### config.mk
export PLATFORM = sky130hd
export DESIGN_NAME = grid_mesh_index_generator
export DESIGN_NICKNAME = d
export VERILOG_FILES = /design/src/hdl/gmig_pkg.sv /design/src/hdl/gmig_step.sv /design/src/hdl/grid_mesh_index_generator.sv
export SDC_FILE = /design/constraint.sdc
export NUM_CORES = 1
export LEC_CHECK = 0
export CAP_MARGIN = 10
export CORE_MARGIN = 2
export CORE_UTILIZATION = 60
export CTS_CLUSTER_SIZE = 40
export DETAILED_ROUTE_END_ITERATION = 10
export DONT_BUFFER_PORTS = 1
export PLACE_DENSITY_LB_ADDON = 0.15
export SLEW_MARGIN = 20
export SYNTH_ARGS = -nofsm -noshare
export SYNTH_HDL_FRONTEND = slang
export SYNTH_SLANG_ARGS = --single-unit
### constraint.sdc
create_clock -name clk -period 30.7 [get_ports clk]
set_input_delay 3.07 -clock clk [delete_from_list [all_inputs] [get_ports clk]]
set_output_delay 3.07 -clock clk [all_outputs]
set_load 0.02 [all_outputs]
### src/hdl/gmig_pkg.sv
// Shared types and constants for the grid mesh index generator.
`timescale 1ns / 1ps

package gmig_pkg;

  localparam int SIDE_W   = 9;
  localparam int COORD_W  = 8;
  localparam int INDEX_W  = 16;
  localparam int PHASE_W  = 2;
  localparam int CFG_IDX_W = 2;

  typedef logic [SIDE_W-1:0]    side_t;
  typedef logic [COORD_W-1:0]   coord_t;
  typedef logic [INDEX_W-1:0]   index_t;
  typedef logic [CFG_IDX_W-1:0] cfg_idx_t;

  // Register indexes of the configuration port
  localparam cfg_idx_t CFG_GRID_WIDTH  = 2'd0;
  localparam cfg_idx_t CFG_GRID_HEIGHT = 2'd1;
  localparam cfg_idx_t CFG_MESH_MODE   = 2'd2;

  // Mesh modes
  localparam logic MODE_STRIP = 1'b0;
  localparam logic MODE_QUAD  = 1'b1;

  // Quad corner codes
  localparam logic [PHASE_W-1:0] CORNER_TL = 2'd0;
  localparam logic [PHASE_W-1:0] CORNER_BL = 2'd1;
  localparam logic [PHASE_W-1:0] CORNER_BR = 2'd2;
  localparam logic [PHASE_W-1:0] CORNER_TR = 2'd3;

  typedef struct packed {
    coord_t             row_count;
    coord_t             column_count;
    logic [PHASE_W-1:0] phase;
    logic               in_degenerate;
  } pos_t;

  localparam pos_t POS_START = '0;

  typedef struct packed {
    index_t vertex_index;
    coord_t vertex_column;
    coord_t vertex_row;
    logic   degenerate;
    logic   last;
  } result_t;

endpackage

### src/hdl/gmig_step.sv
// Next-position and vertex logic for one word of the mesh index sequence.
`timescale 1ns / 1ps

module gmig_step (
  input  gmig_pkg::pos_t    pos,
  input  logic              restart,
  input  logic              mesh_mode,
  input  gmig_pkg::side_t   side_w,
  input  gmig_pkg::side_t   side_h,
  output gmig_pkg::pos_t    pos_nxt,
  output gmig_pkg::result_t result
);
  import gmig_pkg::*;

  side_t              row_v;
  side_t              col_v;
  logic               degen_v;
  logic               fin_v;
  logic [SIDE_W+COORD_W-1:0] prod;

  always_comb begin
    pos_t               cur;
    side_t              w_m1;
    side_t              w_m2;
    side_t              h_m1;
    side_t              h_m2;
    side_t              x;
    side_t              y;
    side_t              x_inc;
    side_t              y_inc;
    side_t              k_inc;
    logic               odd;
    logic               top;
    logic [PHASE_W-1:0] ph;
    logic               in_deg;

    cur = restart ? POS_START : pos;
    w_m1 = side_w - 9'd1;
    w_m2 = side_w - 9'd2;
    h_m1 = side_h - 9'd1;
    h_m2 = side_h - 9'd2;
    x = {1'b0, cur.column_count};
    y = {1'b0, cur.row_count};
    ph = cur.phase;
    in_deg = cur.in_degenerate;
    row_v = '0;
    col_v = '0;
    degen_v = 1'b0;
    fin_v = 1'b0;
    odd = 1'b0;
    top = 1'b0;
    x_inc = '0;
    y_inc = '0;
    k_inc = '0;

    if (mesh_mode == MODE_QUAD) begin
      if (x > w_m2 || y > h_m2) begin
        x = '0;
        y = '0;
      end
      unique case (ph)
        CORNER_TL: begin row_v = y;        col_v = x;        end
        CORNER_BL: begin row_v = y + 9'd1; col_v = x;        end
        CORNER_BR: begin row_v = y + 9'd1; col_v = x + 9'd1; end
        CORNER_TR: begin row_v = y;        col_v = x + 9'd1; end
        default:   begin row_v = y;        col_v = x;        end
      endcase
      if (ph == CORNER_TR) begin
        fin_v = (x == w_m2) && (y == h_m2);
        ph = CORNER_TL;
        x_inc = x + 9'd1;
        if (x_inc == w_m1) begin
          x = '0;
          y_inc = y + 9'd1;
          y = (y_inc == h_m1) ? '0 : y_inc;
        end else begin
          x = x_inc;
        end
      end else begin
        ph = ph + 2'd1;
      end
      in_deg = 1'b0;
    end else begin
      // x is the step along the strip, y the strip number
      if (y > h_m2 || x > w_m1) begin
        y = '0;
        x = '0;
        in_deg = 1'b0;
        ph = '0;
      end
      odd = y[0];
      if (in_deg) begin
        degen_v = 1'b1;
        col_v = odd ? '0 : w_m1;
        if (!ph[0]) begin
          row_v = odd ? y : y + 9'd1;
          ph = 2'd1;
        end else begin
          row_v = y + 9'd1;
          ph = '0;
          in_deg = 1'b0;
          y = y + 9'd1;
          x = '0;
        end
      end else begin
        col_v = odd ? (w_m1 - x) : x;
        top = (!ph[0]) != odd;
        row_v = top ? y : y + 9'd1;
        if (!ph[0]) begin
          ph = 2'd1;
        end else begin
          ph = '0;
          k_inc = x + 9'd1;
          if (k_inc == side_w) begin
            x = '0;
            // enter the degenerate pair unless this was the final strip
            if (y + 9'd2 < side_h) begin
              in_deg = 1'b1;
            end else begin
              fin_v = 1'b1;
              y = '0;
            end
          end else begin
            x = k_inc;
          end
        end
      end
    end

    pos_nxt.row_count     = y[COORD_W-1:0];
    pos_nxt.column_count  = x[COORD_W-1:0];
    pos_nxt.phase         = ph;
    pos_nxt.in_degenerate = in_deg;
  end

  assign prod = row_v[COORD_W-1:0] * side_w;

  always_comb begin
    result.vertex_index  = prod[INDEX_W-1:0] + {{(INDEX_W-COORD_W){1'b0}}, col_v[COORD_W-1:0]};
    result.vertex_column = col_v[COORD_W-1:0];
    result.vertex_row    = row_v[COORD_W-1:0];
    result.degenerate    = degen_v;
    result.last          = fin_v;
  end

endmodule

### src/hdl/grid_mesh_index_generator.sv
// Top level of the grid mesh index generator: registers, handshakes, output stage.
`timescale 1ns / 1ps

// Channel | Direction | Word contents
// in_     | slave     | tdata[0] restart, tdata[7:1] zero
// out_    | master    | tdata vertex_index/column/row, tuser degenerate, tlast end of mesh
// cfg_    | slave     | index 0 grid_width, 1 grid_height, 2 mesh_mode; data[8:0]
//
// One word in and one word out per cycle while out_ is not stalled; a word appears on out_
// in the cycle after it is taken, through the single output register that also holds it
// under backpressure. in_tready drops only while a held output word is not being taken.
// Synchronous reset returns width 2, height 2, strip mode and the start of the sequence.
// A write to grid_width, grid_height or mesh_mode returns the sequence to its start; cfg_ready is always high.

module grid_mesh_index_generator #(
  parameter int MAX_GRID_SIDE = 256
) (
  input  logic                      clk,
  input  logic                      rst_n,
  input  logic                      in_tvalid,
  output logic                      in_tready,
  input  logic [7:0]                in_tdata,   // [0] restart
  output logic                      out_tvalid,
  input  logic                      out_tready,
  output logic [31:0]               out_tdata,  // [15:0] vertex_index, [23:16] vertex_column,
                                                // [31:24] vertex_row
  output logic                      out_tuser,  // [0] degenerate
  output logic                      out_tlast,
  input  logic                      cfg_valid,
  output logic                      cfg_ready,
  input  logic [gmig_pkg::CFG_IDX_W-1:0] cfg_index,
  input  logic [gmig_pkg::SIDE_W-1:0]    cfg_data
);
  import gmig_pkg::*;

  localparam int SIDE_CAP = (MAX_GRID_SIDE < 256) ? MAX_GRID_SIDE : 256;
  localparam int SIDE_HI  = (SIDE_CAP < 2) ? 2 : SIDE_CAP;

  side_t   grid_width_r;
  side_t   grid_height_r;
  logic    mesh_mode_r;
  pos_t    pos_r;
  pos_t    pos_nxt;
  result_t step_res;
  result_t res_r;
  logic    out_valid_r;
  logic    in_fire;
  logic    cfg_fire;
  logic    cfg_hit;
  side_t   side_w;
  side_t   side_h;

  assign cfg_ready = 1'b1;
  assign cfg_fire  = cfg_valid && cfg_ready;
  assign cfg_hit   = cfg_fire && (cfg_index == CFG_GRID_WIDTH || cfg_index == CFG_GRID_HEIGHT
                                  || cfg_index == CFG_MESH_MODE);
  assign in_tready = !out_valid_r || out_tready;
  assign in_fire   = in_tvalid && in_tready;

  // saturate the side registers into the supported range
  always_comb begin
    if (grid_width_r < 9'd2) begin
      side_w = 9'd2;
    end else if (grid_width_r > SIDE_W'(SIDE_HI)) begin
      side_w = SIDE_W'(SIDE_HI);
    end else begin
      side_w = grid_width_r;
    end
    if (grid_height_r < 9'd2) begin
      side_h = 9'd2;
    end else if (grid_height_r > SIDE_W'(SIDE_HI)) begin
      side_h = SIDE_W'(SIDE_HI);
    end else begin
      side_h = grid_height_r;
    end
  end

  gmig_step u_step (
    .pos       (pos_r),
    .restart   (in_tdata[0]),
    .mesh_mode (mesh_mode_r),
    .side_w    (side_w),
    .side_h    (side_h),
    .pos_nxt   (pos_nxt),
    .result    (step_res)
  );

  always_ff @(posedge clk) begin
    if (!rst_n) begin
      grid_width_r  <= 9'd2;
      grid_height_r <= 9'd2;
      mesh_mode_r   <= MODE_STRIP;
      pos_r         <= POS_START;
      out_valid_r   <= 1'b0;
    end else begin
      if (cfg_fire) begin
        unique case (cfg_index)
          CFG_GRID_WIDTH:  grid_width_r  <= cfg_data;
          CFG_GRID_HEIGHT: grid_height_r <= cfg_data;
          CFG_MESH_MODE:   mesh_mode_r   <= cfg_data[0];
          default:         ;
        endcase
      end
      priority if (cfg_hit) begin
        pos_r <= POS_START;
      end else if (in_fire) begin
        pos_r <= pos_nxt;
      end
      if (in_fire) begin
        out_valid_r <= 1'b1;
      end else if (out_tready) begin
        out_valid_r <= 1'b0;
      end
    end
  end

  // hold the output word until it is taken
  always_ff @(posedge clk) begin
    if (in_fire) begin
      res_r <= step_res;
    end
  end

  assign out_tvalid = out_valid_r;
  assign out_tdata  = {res_r.vertex_row, res_r.vertex_column, res_r.vertex_index};
  assign out_tuser  = res_r.degenerate;
  assign out_tlast  = res_r.last;

endmodule

==> results.rst, run 1 <==
.. list-table::
   :header-rows: 1

   * - Metric
     - Value
   * - Run status
     - complete, no violations
   * - Clock Root Buffer
     - sky130_fd_sc_hd__clkbuf_16
   * - Floorplan die area
     - 0.0187 sq mm
   * - Number of maximum-capacitance violations
     - 0
   * - Synthesis warning total
     - 0
   * - Critical Path RT
     - 30.81 ns
   * - Post-synthesis cell count
     - 1,355
   * - CTS clk-pin slew, worst paths
     - 0.06 ns
   * - Async set-or-reset flop fraction in the synthesized netlist
     - 0%
   * - Number of placed cells counting well taps
     - 1,506
   * - Number of standard cells in the final layout excluding fillers
     - 1,522
   * - Antenna Diode Count
     - 0
   * - Total Nets Final
     - 1,452
   * - Number of antenna violations at the first check in global routing
     - 0
   * - CTS sink cnt
     - 73
   * - Sum of net half-perimeters after detailed placement
     - ~25,000 um
   * - PD cells
     - 32.9 mW/mm^2
   * - Sequential cell area fraction in the yosys report
     - 17.0%
   * - Via count of the first global-routing pass
     - 9,365
   * - Die X-Extent
     - 137 um
   * - Mean routed wirelength per cell
     - 22.0 um
   * - Arr. time, crit path
     - ~13 ns
   * - Top fanout value on the critical path
     - 27
   * - Aggregate routed wire length
     - 33,500 um
   * - Setup violation total in the final timing report
     - 0
   * - H-tree level count
     - 3
   * - Iteration count of the initial detailed-routing pass
     - 6
   * - EDFF count, synth
     - 34
   * - Critical path startpoint category
     - register
   * - Share of the clock period used by the worst path after layout
     - between 40% and 50%
   * - Placeable core region
     - 0.0172 sq mm
   * - Aggregate global routing overflow
     - 0
   * - Post-Synthesis Net Count
     - roughly 1,500
   * - Critical path's most frequent cell
     - sky130_fd_sc_hd__inv_1
   * - FF+latch count, synth
     - 73
   * - Total number of vias
     - 10,200
   * - Starting density of the core
     - 61.3%
   * - Share of Yosys cell area claimed by the top area cell type
     - 10.2%
   * - Area growth, synth to finish
     - 2.97%
   * - Clock latency on the worst-skew pair
     - 0.36 ns
   * - Main area contributors after synthesis
     - sky130_fd_sc_hd__ha_1, sky130_fd_sc_hd__edfxtp_1, sky130_fd_sc_hd__fa_1
   * - Clk pwr share
     - between 30% and 40%
   * - Filler cell count
     - 1,513
   * - Post-route worst hold slack
     - 0.547 ns
   * - Number of buffer cells added on primary ports
     - 0
   * - Count of instances resized after the clock tree is built
     - 0
   * - Rel. slew slack
     - 21.6%
   * - Cell type contributing the most total cell area after synthesis
     - sky130_fd_sc_hd__ha_1
   * - Transition at the pin with the smallest max-transition slack
     - 1.15 ns
   * - Setup TNS
     - 0 ns
   * - Unrepaired setup endpoints after global routing
     - no
   * - Final core occ
     - 63.1%
   * - Int Pwr
     - 212 uW
   * - Ys flop type
     - sky130_fd_sc_hd__dfxtp_1
   * - Power dissipated by switching net loads
     - 146 uW
   * - Count of hold buffers inserted by post-cts repair
     - 0
   * - Proportion of layout cells with a drive suffix above 1
     - 5.47%
   * - Peak supply drop
     - a little under 0.03 mV
   * - Sequential power share
     - about a third
   * - Critical path type
     - register to register
   * - Share of total power in combinational logic
     - 35.9%
   * - Crit path largest cell delay
     - 0.99 ns
   * - Drt drc
     - 0
   * - TritonCTS clock tree
     - yes
   * - Post-Syn Area per Cell
     - 7.80 sq um
   * - Placement Rows
     - 48
   * - Final-report max-slew violation count
     - 0
   * - CTS max path bufs
     - 2
   * - Worst-case clock skew
     - 0.0100 ns
   * - Unique masters post-synth
     - 95
   * - Number of primary I/O pins
     - between 60 and 70
   * - Capturing element type of the critical path
     - register
   * - Static leakage
     - 4.54 nW
   * - Die span in y
     - 137 um
   * - Routed Antenna Nets
     - 0
   * - Postcts setup bufs
     - 0
   * - Minimum clock period
     - 13.38 ns
   * - Global-route total usage across every layer
     - between 30% and 40%
   * - Endpoints failing hold
     - 0
   * - Total CTS buffers
     - 9
   * - Type of the tightest min-delay check
     - register to register
   * - Netlist Area Pre-Place
     - 0.0106 sq mm
   * - Maximum number of pins on one net before global-route repair
     - 55
   * - Sw Ratio
     - 40.8%
   * - Placer Congestion
     - 1.05
   * - Slowest library cell on the worst path
     - sky130_fd_sc_hd__a2111oi_0
   * - First-pass GRT wire length
     - 52,400 um
   * - Vias per cell
     - 6.70
   * - Number of DRC markers in iteration 0
     - roughly 1,300
   * - Maximum operating frequency
     - 74.7 MHz
-- worst max-delay path: cells and delay by family, from the launching register on --
family / cells / cell delay, ns
XOR/XNOR: 2 / 0.32
AND/OR/NAND/NOR: 12 / 2.71
flip-flops: 1 / 0.84
AO/OA/AOI/OAI: 12 / 4.06
buffers and inverters: 9 / 1.66
adder cells (fa/ha/maj): 8 / 3.51
-- cell type report --
cell class | count | area, sq um | share of cell area [%]
multi-input combinational | 1067 | 7920 | 72.8
sequential | 73 | 1800 | 16.6
inverter | 130 | 488 | 4.48
tap | 225 | 282 | 2.59
clock buffer | 12 | 280 | 2.58
timing repair buffer | 11 | 82.6 | 0.759
clock inverter | 4 | 28.8 | 0.264
-- cells in the final DEF, fill, tap and decap left out, types with 6 or more instances in the layout --
cell type and count:
sky130_fd_sc_hd__nor2_1 126, sky130_fd_sc_hd__nand2_1 120, sky130_fd_sc_hd__inv_1 119, sky130_fd_sc_hd__ha_1 86, sky130_fd_sc_hd__xnor2_1 74, sky130_fd_sc_hd__o21ai_0 66
sky130_fd_sc_hd__fa_1 50, sky130_fd_sc_hd__nand3_1 46, sky130_fd_sc_hd__a21oi_1 44, sky130_fd_sc_hd__nor2b_1 42, sky130_fd_sc_hd__nor3_1 41, sky130_fd_sc_hd__dfxtp_1 38
sky130_fd_sc_hd__edfxtp_1 34, sky130_fd_sc_hd__nand2b_1 32, sky130_fd_sc_hd__a31oi_1 29, sky130_fd_sc_hd__mux2i_1 28, sky130_fd_sc_hd__nand4_1 16, sky130_fd_sc_hd__a21o_1 15
sky130_fd_sc_hd__and3_1 13, sky130_fd_sc_hd__nor4_1 13, sky130_fd_sc_hd__a211oi_1 13, sky130_fd_sc_hd__o31ai_1 12, sky130_fd_sc_hd__o22ai_1 11, sky130_fd_sc_hd__xor2_1 11
sky130_fd_sc_hd__clkbuf_16 11, sky130_fd_sc_hd__buf_4 11, sky130_fd_sc_hd__or3_1 9, sky130_fd_sc_hd__o32ai_1 9, sky130_fd_sc_hd__and2_1 9, sky130_fd_sc_hd__o211ai_1 7
sky130_fd_sc_hd__nand3b_1 7, sky130_fd_sc_hd__clkinv_1 6, sky130_fd_sc_hd__o21a_1 6, sky130_fd_sc_hd__a311oi_1 6, sky130_fd_sc_hd__o32a_1 6
-- Yosys cell counts, types with 7 or more instances --
library cell	count
sky130_fd_sc_hd__or3_1	9
sky130_fd_sc_hd__a21o_1	15
sky130_fd_sc_hd__o21ai_0	67
sky130_fd_sc_hd__nor2_1	127
sky130_fd_sc_hd__and2_1	9
sky130_fd_sc_hd__ha_1	86
sky130_fd_sc_hd__buf_2	16
sky130_fd_sc_hd__fa_1	50
sky130_fd_sc_hd__inv_1	120
sky130_fd_sc_hd__nor2b_1	42
sky130_fd_sc_hd__nand2_1	120
sky130_fd_sc_hd__nor4_1	13
sky130_fd_sc_hd__edfxtp_1	34
sky130_fd_sc_hd__mux2i_1	28
sky130_fd_sc_hd__nand4_1	16
sky130_fd_sc_hd__a31oi_1	29
sky130_fd_sc_hd__clkbuf_1	54
sky130_fd_sc_hd__nor3_1	42
sky130_fd_sc_hd__xor2_1	11
sky130_fd_sc_hd__nand3b_1	7
sky130_fd_sc_hd__nand3_1	46
sky130_fd_sc_hd__and3_1	13
sky130_fd_sc_hd__a211oi_1	13
sky130_fd_sc_hd__xnor2_1	74
sky130_fd_sc_hd__a21oi_1	44
sky130_fd_sc_hd__o31ai_1	12
sky130_fd_sc_hd__o211ai_1	7
sky130_fd_sc_hd__nand2b_1	32
sky130_fd_sc_hd__o22ai_1	11
sky130_fd_sc_hd__dfxtp_1	39
sky130_fd_sc_hd__buf_1	9
sky130_fd_sc_hd__o32ai_1	9
-- through the flow --
stage                     power [mW]  instance area, sq um  setup slack [ns]
final                          0.358                 10900             17.32
after global routing           0.370                 10900             16.68
after CTS                      0.353                 10900             17.60
after detailed placement       0.241                 10600             17.59
after global placement         0.239                 10600             17.71
after floorplan                0.208                 10600             18.44
-- power by group through the flow --
stage | clock (mW) | combinational [mW] | sequential (mW)
final | 0.114 | 0.128 | 0.116
after global routing | 0.117 | 0.136 | 0.117
after CTS | 0.114 | 0.123 | 0.116
after detailed placement | 0 | 0.123 | 0.118
after global placement | 0 | 0.121 | 0.118
after floorplan | 0 | 0.0923 | 0.115
-- sequential cells by signal, indices dropped and copies added (netlist names) --
signal / flops
out_tdata: 32
pos_r: 19
grid_height_r: 9
grid_width_r: 9
mesh_mode_r: 1
out_tlast: 1
out_tuser: 1
out_tvalid: 1
-- per-layer routing --
| layer | up-vias | part of all wire (%) | wire [um] | global-route usage [%] |
|---|---|---|---|---|
| li1 | 4654 | - | - | - |
| met1 | 4847 | 43 | 14400 | 52.5 |
| met2 | 612 | 42 | 14000 | 52.9 |
| met3 | 81 | 11 | 3850 | 7.63 |
| met4 | 0 | 3.9 | 1300 | 15.4 |
| met5 | - | 0 | 0 | 0 |
-- cell families after synthesis --
kind of cell	after synthesis	share of synthesized area, %
compound gates	301	20.3
xor+xnor	86	7.20
fa+ha+maj	136	19.6
buf+inv	215	8.14
flops	73	17.0
mux	29	2.86
other cells	1	0.0355
simple gates	514	24.7
-- final timing paths --
path	from	end	slack [ns]	cells past startpoint
worst max-delay path	grid_width_r[8]	out_tdata[15]	17.32	43
worst min-delay path	grid_height_r[1]	grid_height_r[1]	0.55	2
worst max register to register	grid_width_r[8]	out_tdata[15]	17.32	43
worst min register to register	grid_height_r[1]	grid_height_r[1]	0.55	2
Power figures use the tool's default switching activity.
==> run 2: changes to the inputs <==
==> constraint.sdc (replaced) <==
create_clock -name clk -period 12.5 [get_ports clk]
set_input_delay 1.25 -clock clk [delete_from_list [all_inputs] [get_ports clk]]
set_output_delay 1.25 -clock clk [all_outputs]
set_load 0.02 [all_outputs]
==> run 2 against run 1 <==
Effect of this change:
- clock power up 140%
- total power up 150%
- register-to-register slack worse by 16 ns
- first-iteration DRC count up 9.8%
- sequential share of layout area down 0.18 points
- cell count up 1.1%
- critical path type unchanged
- critical endpoint unchanged
==> results.rst, run 2 (same netlist as run 1, synthesis figures left out) <==
.. list-table::
   :header-rows: 1

   * - Metric
     - Value
   * - Sequential power share
     - 32.2%
   * - Global-route total usage across every layer
     - 37.1%
   * - Hold_sp
     - grid_height_r[1]
   * - Drt drc
     - 0
   * - Number of antenna violations at the first check in global routing
     - 0
   * - Setup TNS
     - 0 ns
   * - Setup violation total in the final timing report
     - 0
   * - Critical path type
     - register to register
   * - Reg2reg start
     - grid_width_r[3]
   * - Number of placed cells counting well taps
     - 1,523
   * - Die X-Extent
     - around 140 um
   * - CTS sink cnt
     - 73
   * - CP startpoint
     - grid_width_r[3]
   * - PD cells
     - slightly above 80 mW/mm^2
   * - Count of instances resized after the clock tree is built
     - 0
   * - Share of the clock period used by the worst path after layout
     - 92.5%
   * - Clk pwr share
     - 31.5%
   * - Number of primary I/O pins
     - 61
   * - Total number of vias
     - 10,200
   * - Worst reg-to-reg path cell count
     - 47
   * - Total CTS buffers
     - 9
   * - Postcts setup bufs
     - 0
   * - Commonest cells after routing, fill and taps aside
     - sky130_fd_sc_hd__nor2_1, sky130_fd_sc_hd__nand2_1, sky130_fd_sc_hd__inv_1
   * - Slack of the critical path
     - approximately 0.93 ns
   * - Total Nets Final
     - 1,469
   * - Sum of net half-perimeters after detailed placement
     - 25,500 um
   * - Iteration count of the initial detailed-routing pass
     - 6
   * - Vias per cell
     - approximately 6.6
   * - Proportion of layout cells with a drive suffix above 1
     - around 6.4%
   * - TritonCTS clock tree
     - yes
   * - Placer Congestion
     - approximately 1
   * - Minimum clock period
     - 11.57 ns
   * - Type of the tightest min-delay check
     - register to register
   * - H-tree level count
     - 3
   * - Placeable core region
     - roughly 0.017 sq mm
   * - Mean routed wirelength per cell
     - 22.0 um
   * - Crit path largest cell delay
     - 0.63 ns
   * - Maximum number of pins on one net before global-route repair
     - 56
   * - Worst setup path end
     - out_tdata[15]
   * - Transition at the pin with the smallest max-transition slack
     - 0.915 ns
   * - Slowest library cell on the worst path
     - sky130_fd_sc_hd__or4b_2
   * - Final-report max-slew violation count
     - 0
   * - Number of buffer cells added on primary ports
     - 0
   * - Arr. time, crit path
     - 11.66 ns
   * - Area growth, synth to finish
     - 4.10%
   * - Number of maximum-capacitance violations
     - 0
   * - Aggregate global routing overflow
     - 0
   * - Clock latency on the worst-skew pair
     - 0.35 ns
   * - Number of standard cells in the final layout excluding fillers
     - between 1,500 and 2,000
   * - Top fanout value on the critical path
     - 11
   * - First-pass GRT wire length
     - 53,000 um
   * - Static leakage
     - about 4.6 nW
   * - Worst slack at placement
     - 1.10 ns
   * - Floorplan die area
     - 0.0187 sq mm
   * - Unrepaired setup endpoints after global routing
     - no
   * - Share of total power in combinational logic
     - 36.3%
   * - Routed Antenna Nets
     - 0
   * - Via count of the first global-routing pass
     - about 9,500
   * - Worst-case clock skew
     - roughly 0.0087 ns
   * - Flip-flop count of the largest register, all copies and words added
     - 32
   * - PnR Total Power
     - 887 uW
   * - Aggregate routed wire length
     - between 30,000 and 40,000 um
   * - CTS max path bufs
     - 2
   * - Endpoints failing hold
     - 0
   * - Crit Reg-Reg Endpoint
     - out_tdata[15]
   * - Int Pwr
     - 534 uW
   * - Critical path startpoint category
     - register
   * - Placement Rows
     - 48
   * - Power dissipated by switching net loads
     - 352 uW
   * - Number of DRC markers in iteration 0
     - 1,412
   * - CTS clk-pin slew, worst paths
     - 0.06 ns
   * - Die span in y
     - ~140 um
   * - Rel. slew slack
     - 38.7%
   * - Antenna Diode Count
     - 0
   * - Worst setup slack for register-to-register paths
     - 0.93 ns
   * - Maximum operating frequency
     - between 80 and 90 MHz
   * - Peak supply drop
     - 0.0797 mV
   * - Starting density of the core
     - 61.3%
   * - Sw Ratio
     - 39.8%
   * - Critical Path RT
     - 12.59 ns
   * - Clock Root Buffer
     - sky130_fd_sc_hd__clkbuf_16
   * - Most common library cell in the layout ignoring fill and taps
     - sky130_fd_sc_hd__nor2_1
   * - Capturing element type of the critical path
     - register
   * - Run status
     - complete, no violations
   * - Count of hold buffers inserted by post-cts repair
     - 0
-- run 2: final cells by class --
cell class                 instances  area (sq um)
multi-input combinational       1067          7910
fill                            1530          6230
sequential                        73          1800
inverter                         130           488
tap                              225           282
clock buffer                      12           258
timing repair buffer              28           210
clock inverter                     4          50.0
-- run 2: through the flow --
| stage | hold WS [ns] | util, % | area (sq um) |
|---|---|---|---|
| 3_3_place_gp | 0.520 | 62.0 | 10700 |
| 4_1_cts | 0.539 | 63.8 | 11000 |
| 3_5_place_dp | 0.523 | 62.0 | 10700 |
| 6_report | 0.529 | 63.8 | 11000 |
| 2_1_floorplan | 0.461 | - | 10600 |
| 5_1_grt | 0.572 | 63.8 | 11000 |
-- run 2: worst min-delay path by stage --
stage | to | slack [ns] | cells past startpoint
final | grid_height_r[1] | 0.53 | 2
after global placement | grid_height_r[1] | 0.52 | 2
after detailed placement | grid_height_r[1] | 0.52 | 2
after floorplan | grid_height_r[1] | 0.46 | 2
after global routing | grid_height_r[1] | 0.57 | 2
after CTS | grid_height_r[1] | 0.54 | 2
-- run 2: worst max-delay path, delay by kind of cell (launching register included) --
kind / cells / cell delay [ns]
AO/OA/AOI/OAI: 14 / 2.89
XOR/XNOR: 3 / 0.44
adder cells (fa/ha/maj): 8 / 3.58
buffers and inverters: 8 / 0.96
flip-flops: 1 / 0.41
multiplexers: 1 / 0.09
AND/OR/NAND/NOR: 13 / 2.95
-- run 2: power groups by stage --
stage / Sequential, mW / Clock, mW / Combinational (mW)
2_1_floorplan: 0.283 / 0 / 0.227
3_3_place_gp: 0.290 / 0 / 0.305
3_5_place_dp: 0.291 / 0 / 0.308
4_1_cts: 0.286 / 0.281 / 0.309
5_1_grt: 0.287 / 0.290 / 0.342
6_report: 0.286 / 0.279 / 0.322
-- run 2: metal layers --
metal | track usage, % | vias to the layer above | wire [um] | part of all wire [%]
met3 | 11.4 | 106 | 4300 | 13
li1 | - | 4702 | - | -
met5 | 0 | - | 0 | 0
met2 | 51.6 | 615 | 13700 | 40
met4 | 19.0 | 0 | 1710 | 5.0
met1 | 51.5 | 4786 | 14200 | 42
==> run 3: changes to the inputs <==
--- a/config.mk
+++ b/config.mk
@@ -7,7 +7,7 @@
 export LEC_CHECK = 0
 export CAP_MARGIN = 10
 export CORE_MARGIN = 2
-export CORE_UTILIZATION = 60
+export CORE_UTILIZATION = 45
 export CTS_CLUSTER_SIZE = 40
 export DETAILED_ROUTE_END_ITERATION = 10
 export DONT_BUFFER_PORTS = 1
==> run 3 against run 2 <==
Effect of this change:
- critical path depth down 2
- sequential cell count unchanged
- clock power decreased by 3%
- largest cell class unchanged
- global-route usage down 7.2 points
- worst setup slack better by 0.22 ns
- register-to-register slack better by 0.22 ns
- largest power group unchanged
- first-iteration DRC count shrank 26%
- final area is 1.3% higher
- hold slack got worse by 0.0069 ns
==> results.rst, run 3 (same netlist as run 1, synthesis figures left out) <==
.. list-table::
   :header-rows: 1

   * - Metric
     - Value
   * - Placeable core region
     - 0.0233 sq mm
   * - Number of placed cells counting well taps
     - 1,624
   * - Final core occ
     - ~48%
   * - Vias per cell
     - 6.12
   * - Critical Path RT
     - roughly 13 ns
   * - Run status
     - complete, no violations
   * - H-tree level count
     - 3
   * - Crit Reg-Reg Endpoint
     - out_tdata[15]
   * - Maximum number of pins on one net before global-route repair
     - between 50 and 60
   * - Endpoints failing hold
     - 0
   * - CP startpoint
     - grid_width_r[3]
   * - Min-Delay Endpoint
     - grid_height_r[1]
   * - Worst setup slack for register-to-register paths
     - between 1 and 1.5 ns
   * - Unrepaired setup endpoints after global routing
     - no
   * - CTS clk-pin slew, worst paths
     - approximately 0.07 ns
   * - Most common library cell in the layout ignoring fill and taps
     - sky130_fd_sc_hd__nor2_1
   * - Transition at the pin with the smallest max-transition slack
     - 1.07 ns
   * - Placement Rows
     - 56
   * - Sum of net half-perimeters after detailed placement
     - 27,100 um
   * - Count of instances resized after the clock tree is built
     - 0
   * - Number of antenna violations at the first check in global routing
     - 0
   * - Die span in y
     - 157 um
   * - Iteration count of the initial detailed-routing pass
     - 5
   * - Starting density of the core
     - a little under half
   * - Postcts setup bufs
     - 0
   * - Setup violation total in the final timing report
     - 0
   * - Drt drc
     - 0
   * - Reg2reg start
     - grid_width_r[3]
   * - Flip-flop count of the largest register, all copies and words added
     - 32
   * - Arr. time, crit path
     - 11.46 ns
   * - Total number of vias
     - 10,000
   * - Minimum clock period
     - between 10 and 15 ns
   * - CTS sink cnt
     - 73
   * - Total CTS buffers
     - 9
   * - TritonCTS clock tree
     - yes
   * - Number of maximum-capacitance violations
     - 0
   * - Capturing element type of the critical path
     - register
   * - Setup TNS
     - 0 ns
   * - First-pass GRT wire length
     - 56,500 um
   * - Number of DRC markers in iteration 0
     - 1,045
   * - Worst reg-to-reg path cell count
     - 45
   * - Share of the clock period used by the worst path after layout
     - 90.8%
   * - Die X-Extent
     - ~160 um
   * - Number of primary I/O pins
     - a little over 60
   * - Mean routed wirelength per cell
     - 21.8 um
   * - PD cells
     - ~79 mW/mm^2
   * - Static leakage
     - 4.63 nW
   * - Crit path largest cell delay
     - 0.61 ns
   * - Slack of the critical path
     - 1.15 ns
   * - Slowest library cell on the worst path
     - sky130_fd_sc_hd__a311oi_4
   * - Global-route total usage across every layer
     - 29.9%
   * - Post-route worst hold slack
     - roughly 0.52 ns
   * - Clock latency on the worst-skew pair
     - around 0.36 ns
   * - Number of buffer cells added on primary ports
     - 0
   * - CTS max path bufs
     - 2
   * - Worst slack at placement
     - 1.32 ns
   * - Floorplan die area
     - 0.0247 sq mm
   * - Area growth, synth to finish
     - 5.47%
   * - Peak supply drop
     - 0.0560 mV
   * - Placer Congestion
     - 0.986
   * - Antenna Diode Count
     - 0
   * - Commonest cells after routing, fill and taps aside
     - sky130_fd_sc_hd__nor2_1, sky130_fd_sc_hd__nand2_1, sky130_fd_sc_hd__inv_1
   * - Worst hold stages
     - 2
   * - Total Nets Final
     - 1,476
   * - Critical path startpoint category
     - register
   * - Aggregate routed wire length
     - 35,700 um
   * - Worst-case clock skew
     - 0.0113 ns
   * - Routed Antenna Nets
     - 0
   * - Hold_sp
     - grid_height_r[1]
   * - Number of standard cells in the final layout excluding fillers
     - 1,640
   * - Critical path type
     - register to register
   * - Final-report max-slew violation count
     - 0
   * - Proportion of layout cells with a drive suffix above 1
     - 7.04%
   * - Via count of the first global-routing pass
     - 9,667
   * - Maximum operating frequency
     - 88.1 MHz
   * - Type of the tightest min-delay check
     - register to register
   * - Top fanout value on the critical path
     - 10
   * - Aggregate global routing overflow
     - 0
   * - Clock Root Buffer
     - sky130_fd_sc_hd__clkbuf_16
   * - Count of hold buffers inserted by post-cts repair
     - 0
   * - Rel. slew slack
     - 28.8%
-- run 3: layout make-up --
cell class / instances / area, sq um
clock inverters: 7 / 57.6
flip-flops and latches: 73 / 1800
well taps: 319 / 399
repair buffers: 35 / 263
inverters: 130 / 488
fillers: 2395 / 12100
multi-input cells: 1067 / 7910
clock buffers: 9 / 225
-- run 3: worst max-delay path, delay by kind of cell (launching register included) --
kind | cells | cell delay [ns]
buffers and inverters | 6 | 0.76
multiplexers | 1 | 0.09
AND/OR/NAND/NOR | 11 | 2.36
adder cells (fa/ha/maj) | 9 | 3.62
flip-flops | 1 | 0.58
AO/OA/AOI/OAI | 15 | 3.23
XOR/XNOR | 3 | 0.44
-- run 3: per-layer routing --
| metal | GRT usage [%] | vias to the layer above | wire length (um) |
|---|---|---|---|
| li1 | - | 4709 | - |
| met5 | 0 | - | 0 |
| met4 | 13.5 | 0 | 1670 |
| met1 | 41.5 | 4786 | 16000 |
| met2 | 45.0 | 455 | 15300 |
| met3 | 5.53 | 87 | 2820 |
-- run 3: how the worst max path moves through the flow --
stage | end | cells past startpoint | slack (ns)
final | out_tdata[15] | 45 | 1.15
after global routing | out_tdata[15] | 45 | 0.45
after CTS | out_tdata[15] | 46 | 1.27
after detailed placement | out_tdata[15] | 46 | 1.32
after global placement | out_tdata[15] | 46 | 1.33
after floorplan | out_tdata[15] | 48 | 1.97
-- run 3: power breakdown --
part	leakage, nW	internal (mW)	switching [mW]
Sequential	0.661	0.264	0.0214
Combinational	3.84	0.104	0.220
Clock	0.138	0.138	0.131
Total	4.63	0.506	0.373
-- run 3: through the flow --
step	cell area [sq um]	total power [mW]
2_1_floorplan	10600	0.510
5_1_grt	11100	0.920
3_3_place_gp	10900	0.602
6_report	11100	0.879
4_1_cts	11100	0.878
3_5_place_dp	10900	0.605
